**src/hdl/u8sd_pkg.sv**
```systemverilog
// Shared constants and helper functions for the UTF-8 stream decoder.
// No dependencies; imported by utf8_stream_decoder_unit, utf8_decode_monitor and the test.
`timescale 1ns / 1ps
`default_nettype none

package u8sd_pkg;

  localparam int unsigned ByteW  = 8;
  localparam int unsigned CpW    = 31;
  localparam int unsigned LenW   = 3;
  localparam int unsigned OutW   = 40;  // code_point + sequence_length, padded to bytes

  localparam logic [CpW-1:0]  QmarkCp = CpW'(8'h3F);
  localparam logic [LenW-1:0] LenOne  = 3'd1;

  // Sequence length implied by a lead byte; continuation and 0xFE/0xFF give 1
  function automatic logic [LenW-1:0] lead_len(input logic [ByteW-1:0] b);
    logic [LenW-1:0] len;
    if (!b[7]) begin
      len = 3'd1;
    end else if (!b[6]) begin
      len = 3'd1;
    end else if (!b[5]) begin
      len = 3'd2;
    end else if (!b[4]) begin
      len = 3'd3;
    end else if (!b[3]) begin
      len = 3'd4;
    end else if (!b[2]) begin
      len = 3'd5;
    end else if (!b[1]) begin
      len = 3'd6;
    end else begin
      len = 3'd1;
    end
    return len;
  endfunction

  // Payload bits carried by a lead byte of the given length
  function automatic logic [6:0] lead_mask(input logic [LenW-1:0] len);
    logic [6:0] m;
    case (len)
      3'd2:    m = 7'h1F;
      3'd3:    m = 7'h0F;
      3'd4:    m = 7'h07;
      3'd5:    m = 7'h03;
      3'd6:    m = 7'h01;
      default: m = 7'h7F;
    endcase
    return m;
  endfunction

endpackage

`default_nettype wire

```
**src/hdl/utf8_stream_decoder_unit.sv**
```systemverilog
// UTF-8 stream decoder: one byte per transaction in, one code point per
// completed or truncated sequence out. Depends on u8sd_pkg.
// A result is registered into the output register on the edge that accepts the
// byte ending its sequence. Throughput: one byte per cycle; input stalls only
// while a result is held by a low m_tready.
// Reset (rst, synchronous, active high) clears the sequence state and m_tvalid.
`timescale 1ns / 1ps
`default_nettype none

module utf8_stream_decoder_unit
  import u8sd_pkg::*;
(
  input  wire logic            clk,
  input  wire logic            rst,
  // Input stream
  input  wire logic            s_tvalid,
  output logic                 s_tready,
  input  wire logic [7:0]      s_tdata,   // [7:0] data_byte
  input  wire logic            s_tlast,   // end_of_buffer
  // Result stream
  output logic                 m_tvalid,
  input  wire logic            m_tready,
  output logic [OutW-1:0]      m_tdata,   // [30:0] code_point, [33:31] sequence_length
  output logic                 m_tuser    // [0] truncated
);

  // Sequence state
  logic [LenW-1:0] bytes_remaining, bytes_remaining_next;
  logic [CpW-1:0]  partial_value, partial_value_next;
  logic [LenW-1:0] lead_length, lead_length_next;

  // Result of the current byte
  logic            res_valid;
  logic [CpW-1:0]  res_cp;
  logic            res_trunc;
  logic [LenW-1:0] res_len;

  logic            in_xact;
  logic [LenW-1:0] len_in;
  logic [CpW-1:0]  shifted;
  logic [LenW-1:0] rem_dec;

  // Accept while the output register is empty or being drained
  assign s_tready = !m_tvalid || m_tready;
  assign in_xact  = s_tvalid && s_tready;

  assign len_in  = lead_len(s_tdata);
  assign shifted = {partial_value[CpW-7:0], s_tdata[5:0]};
  assign rem_dec = bytes_remaining - LenW'(1);

  // Decode step
  always_comb begin
    bytes_remaining_next = bytes_remaining;
    partial_value_next   = partial_value;
    lead_length_next     = lead_length;
    res_valid            = 1'b0;
    res_cp               = '0;
    res_trunc            = 1'b0;
    res_len              = LenOne;
    if (bytes_remaining == '0) begin
      if (len_in == LenOne) begin
        res_valid = 1'b1;
        res_cp    = CpW'(s_tdata[6:0]);
      end else if (s_tlast) begin
        // buffer ends right on a multi-byte lead
        res_valid            = 1'b1;
        res_cp               = QmarkCp;
        res_trunc            = 1'b1;
        res_len              = len_in;
        bytes_remaining_next = '0;
        partial_value_next   = '0;
        lead_length_next     = '0;
      end else begin
        partial_value_next   = CpW'(s_tdata[6:0] & lead_mask(len_in));
        bytes_remaining_next = len_in - LenW'(1);
        lead_length_next     = len_in;
      end
    end else if (rem_dec == '0) begin
      // sequence complete
      res_valid            = 1'b1;
      res_cp               = shifted;
      res_len              = lead_length;
      bytes_remaining_next = '0;
      partial_value_next   = '0;
      lead_length_next     = '0;
    end else if (s_tlast) begin
      // buffer ends mid-sequence
      res_valid            = 1'b1;
      res_cp               = QmarkCp;
      res_trunc            = 1'b1;
      res_len              = lead_length;
      bytes_remaining_next = '0;
      partial_value_next   = '0;
      lead_length_next     = '0;
    end else begin
      partial_value_next   = shifted;
      bytes_remaining_next = rem_dec;
    end
  end

  // State registers
  always_ff @(posedge clk) begin
    if (rst) begin
      bytes_remaining <= '0;
      partial_value   <= '0;
      lead_length     <= '0;
    end else if (in_xact) begin
      bytes_remaining <= bytes_remaining_next;
      partial_value   <= partial_value_next;
      lead_length     <= lead_length_next;
    end
  end

  // Output register
  always_ff @(posedge clk) begin
    if (rst) begin
      m_tvalid <= 1'b0;
    end else if (in_xact && res_valid) begin
      m_tvalid <= 1'b1;
    end else if (m_tready) begin
      m_tvalid <= 1'b0;
    end
  end

  always_ff @(posedge clk) begin
    if (in_xact && res_valid) begin
      m_tdata <= {(OutW-CpW-LenW)'(0), res_len, res_cp};
      m_tuser <= res_trunc;
    end
  end

endmodule

`default_nettype wire

```
**config.mk**
```make
export PLATFORM = sky130hd
export DESIGN_NAME = utf8_stream_decoder_unit
export DESIGN_NICKNAME = d
export VERILOG_FILES = /design/src/hdl/u8sd_pkg.sv /design/src/hdl/utf8_stream_decoder_unit.sv
export SDC_FILE = /design/constraint.sdc
export NUM_CORES = 1
export LEC_CHECK = 0
export ABC_CLOCK_PERIOD_IN_PS = 4700
export BUFFER_PORTS_ARGS = -buffer_cell sky130_fd_sc_hd__buf_2
export CAP_MARGIN = 25
export CELL_PAD_IN_SITES_DETAIL_PLACEMENT = 2
export CELL_PAD_IN_SITES_GLOBAL_PLACEMENT = 2
export CORE_ASPECT_RATIO = 1.2
export CORE_MARGIN = 2
export CORE_UTILIZATION = 35
export DETAILED_ROUTE_END_ITERATION = 8
export GPL_ROUTABILITY_DRIVEN = 1
export GPL_TIMING_DRIVEN = 0
export PLACE_DENSITY = 0.89
export SKIP_LAST_GASP = 1
export SYNTH_ARGS = -nofsm -noshare
export SYNTH_HDL_FRONTEND = slang
export SYNTH_SLANG_ARGS = --single-unit
```
**constraint.sdc**
```tcl
create_clock -name clk -period 4.7 [get_ports clk]
set_input_delay 0.47 -clock clk [delete_from_list [all_inputs] [get_ports clk]]
set_output_delay 0.47 -clock clk [all_outputs]
set_load 0.01 [all_outputs]
```
==> qor.yml <==
slew_violations: 0
critPathKind: "reg -> reg"
avgSynthCellArea_um2: 10.51
grtUsageTotal: 0.1912
rsz0062_at_grt: "no"
routed_wl_um: 8426
synth_most_common_cell: "edfxtp_1"
grt_max_degree: 36
viasPerCell: 5.072
tightest_slew_ps: 954.2
fin_crit_ps: 3114
yosys-top-cells-area: "edfxtp_1 (35%), dfxtp_1 (21%), and2_1 (5.2%)"
fmax_mhz: 321.2
diodes: 0
die_w_um: 88.89
start_kind: "register"
synth_area_mm2: 0.003027
io_pins: 56
final-seq-area_mm2: 0.001692
combPwrFrac: 0.157
required_ps: 4670
drt_iter0_markers: 69
areaGrowthSynthToFinish_pct: 19.14
cts_setup_buffers: 0
drive_above_1_share: 0.2388
ir_worst_vdd_mv: 0.1224
worst-path-stages: 8
core_mm2: 0.008472
grt_pass1_vias: 2608
yosys_warnings: 0
clock_latency_ps: 340
nets: 371
yosysTopAreaCell: "edfxtp_1"
synth_ff_type: "edfxtp_1"
synth_edf_count: 35
netlist.area_leader.share: 0.3473
drt_pass1_iterations: 4
netSwitchingPower_uw: 379.3
cts_buffers: 9
seqPwrFrac: 0.509
cp_cell_sequence: "inv_1 -> ha_1 -> nor2b_2 -> nor3b_2 -> nand2b_1 -> buf_2 -> nor2_1 -> nor2_4"
relSlewSlack: 0.3624
cts_buffer_depth: 2
outcome: "finished clean"
place_hpwl_um: 6005
tns_ps: 0
dpl.cell_count: 457
wire_per_inst_um: 17.81
die_height_um: 105.9
async_flop_share: 0
fp-row-count: 37
htree_levels: 3
whs_path_depth: 2
syn-instance-count: 288
pwr-share-clk: 0.334
cts.sinks: 67
ctsRootBufferMaster: "clkbuf_8"
multi_input_area_mm2: 0.001196
yosysUniqueCellTypes: 50
cap_viol_max_count: 0
slowest_delay_ps: 740
cts_tree: "done"
power_density_mw_per_mm2: 360.8
yosysSeqAreaShare: 0.5589
cts-resized-gates: 0
critical-path-top-delay-family: "simple AND/OR/NAND/NOR gates"
ant_nets: 0
internal-power_uw: 921.6
setup_viol: 0
antenna_found_initial: 0
slowest_stage: "nor2_4"
hold_path_class: "in -> reg"
grt_overflow_total: 0
hold_viol: 0
path_clk_slew_ps: 80
ys_ff_latch: 67
switching_share: 0.2916
post-route-period-util: 0.6625
portBuffers: 47
path_max_fanout: 35
ff2ff_path_depth: 8
gp_congestion: 0.8270
cts_hold_buf: 0
layout.cells.non_filler: 473
fp.dieArea_mm2: 0.009411
vias: 2399
synth_common_cells: "edfxtp_1 (35), dfxtp_1 (32), a21oi_1 (31)"
cp-end-kind: "register"
initial_core_util: 0.3573
cp.buffers_inverters: 2
p_leak_uw: 0.001388
drc: 0
grt_pass1_wl_um: 13580
nFillCells: 930
worstPathArrival_ps: 3080
skew_ps: 8.395
[layout make-up]
class,count,area share
sequential,67,0.4691
tap,117,0.04060
inverter,9,0.009368
clock buffer,11,0.03921
buffer,24,0.03643
clock inverter,5,0.008328
timing repair buffer,47,0.06523
multi-input combinational,193,0.3317
[through the flow]
| step | instance area, um2 | worst slack (ps) | total power, uW | utilization | hold WS (ps) |
|---|---|---|---|---|---|
| 6_report | 3606 | 1586 | 1301 | 0.4256 | 408.9 |
| 3_5_place_dp | 3435 | 1516 | 881.0 | 0.4054 | 453.6 |
| 5_1_grt | 3606 | 1259 | 1359 | 0.4256 | 405.1 |
| 4_1_cts | 3606 | 1485 | 1312 | 0.4256 | 404.7 |
| 2_1_floorplan | 3045 | 1289 | 804.3 | - | 427.3 |
| 3_3_place_gp | 3427 | 318.2 | 869.1 | 0.4045 | 435.0 |
[registers in the layout (all words and copies together), names as in the netlist]
register,flops
bytes_remaining,3
lead_length,3
m_tdata,34
m_tuser,1
m_tvalid,1
partial_value,25
[worst paths after layout]
| kind | from | slack (ps) | to |
|---|---|---|---|
| worst min register to register | partial_value[24]$_SDFFE_PP0P_ | 460 | partial_value[24]$_SDFFE_PP0P_ |
| worst min-delay path | s_tdata[0] | 410 | m_tdata[0]$_DFFE_PP_ |
| worst max-delay path | bytes_remaining[0]$_SDFFE_PP0P_ | 1590 | m_tdata[26]$_SDFFCE_PP0P_ |
| worst max register to register | bytes_remaining[0]$_SDFFE_PP0P_ | 1590 | m_tdata[26]$_SDFFCE_PP0P_ |
[routing by layer]
layer	track usage	share of wire
met5	0	0
met4	0.07035	0.022
met3	0.03367	0.032
met2	0.3529	0.56
met1	0.2117	0.39
[power by group through the flow]
stage          clock network (uW)  registers, uW  logic [uW]
2_1_floorplan                   0            689         115
3_3_place_gp                    0            676         193
3_5_place_dp                    0            676         205
4_1_cts                       442            663         207
5_1_grt                       467            666         226
6_report                      435            662         204
[cells in the final DEF (no fill, tap or decap), types with 3 or more instances in the layout]
master    instances
edfxtp_1         35
buf_4             8
o21ai_0           7
and2_1           25
conb_1            6
buf_2            50
a21o_1            8
nand3_1          19
clkinv_2          3
dfxtp_1          32
nand2_1          30
ha_1              7
nor2_1           10
inv_1             9
clkbuf_1         11
a211oi_1          3
clkbuf_8         10
a21oi_1          31
nand2b_1          5
a31oi_1           4
nand3b_1          4
[cells by family (layout without fill, tap and decap cells)]
group                      count (synthesis)  count (layout)  synth area share
AOI/OAI and AO/OA                         65              65            0.1368
DFF                                       67              67            0.5589
xor gates and xnor gates                   2               2          0.005789
adders and majority gates                  7               7           0.02894
and+or+nand+nor                          113             113            0.2137
other                                      1               6          0.001239
buffers and inverters                     33              96           0.05457
Power figures use the tool's default switching activity.
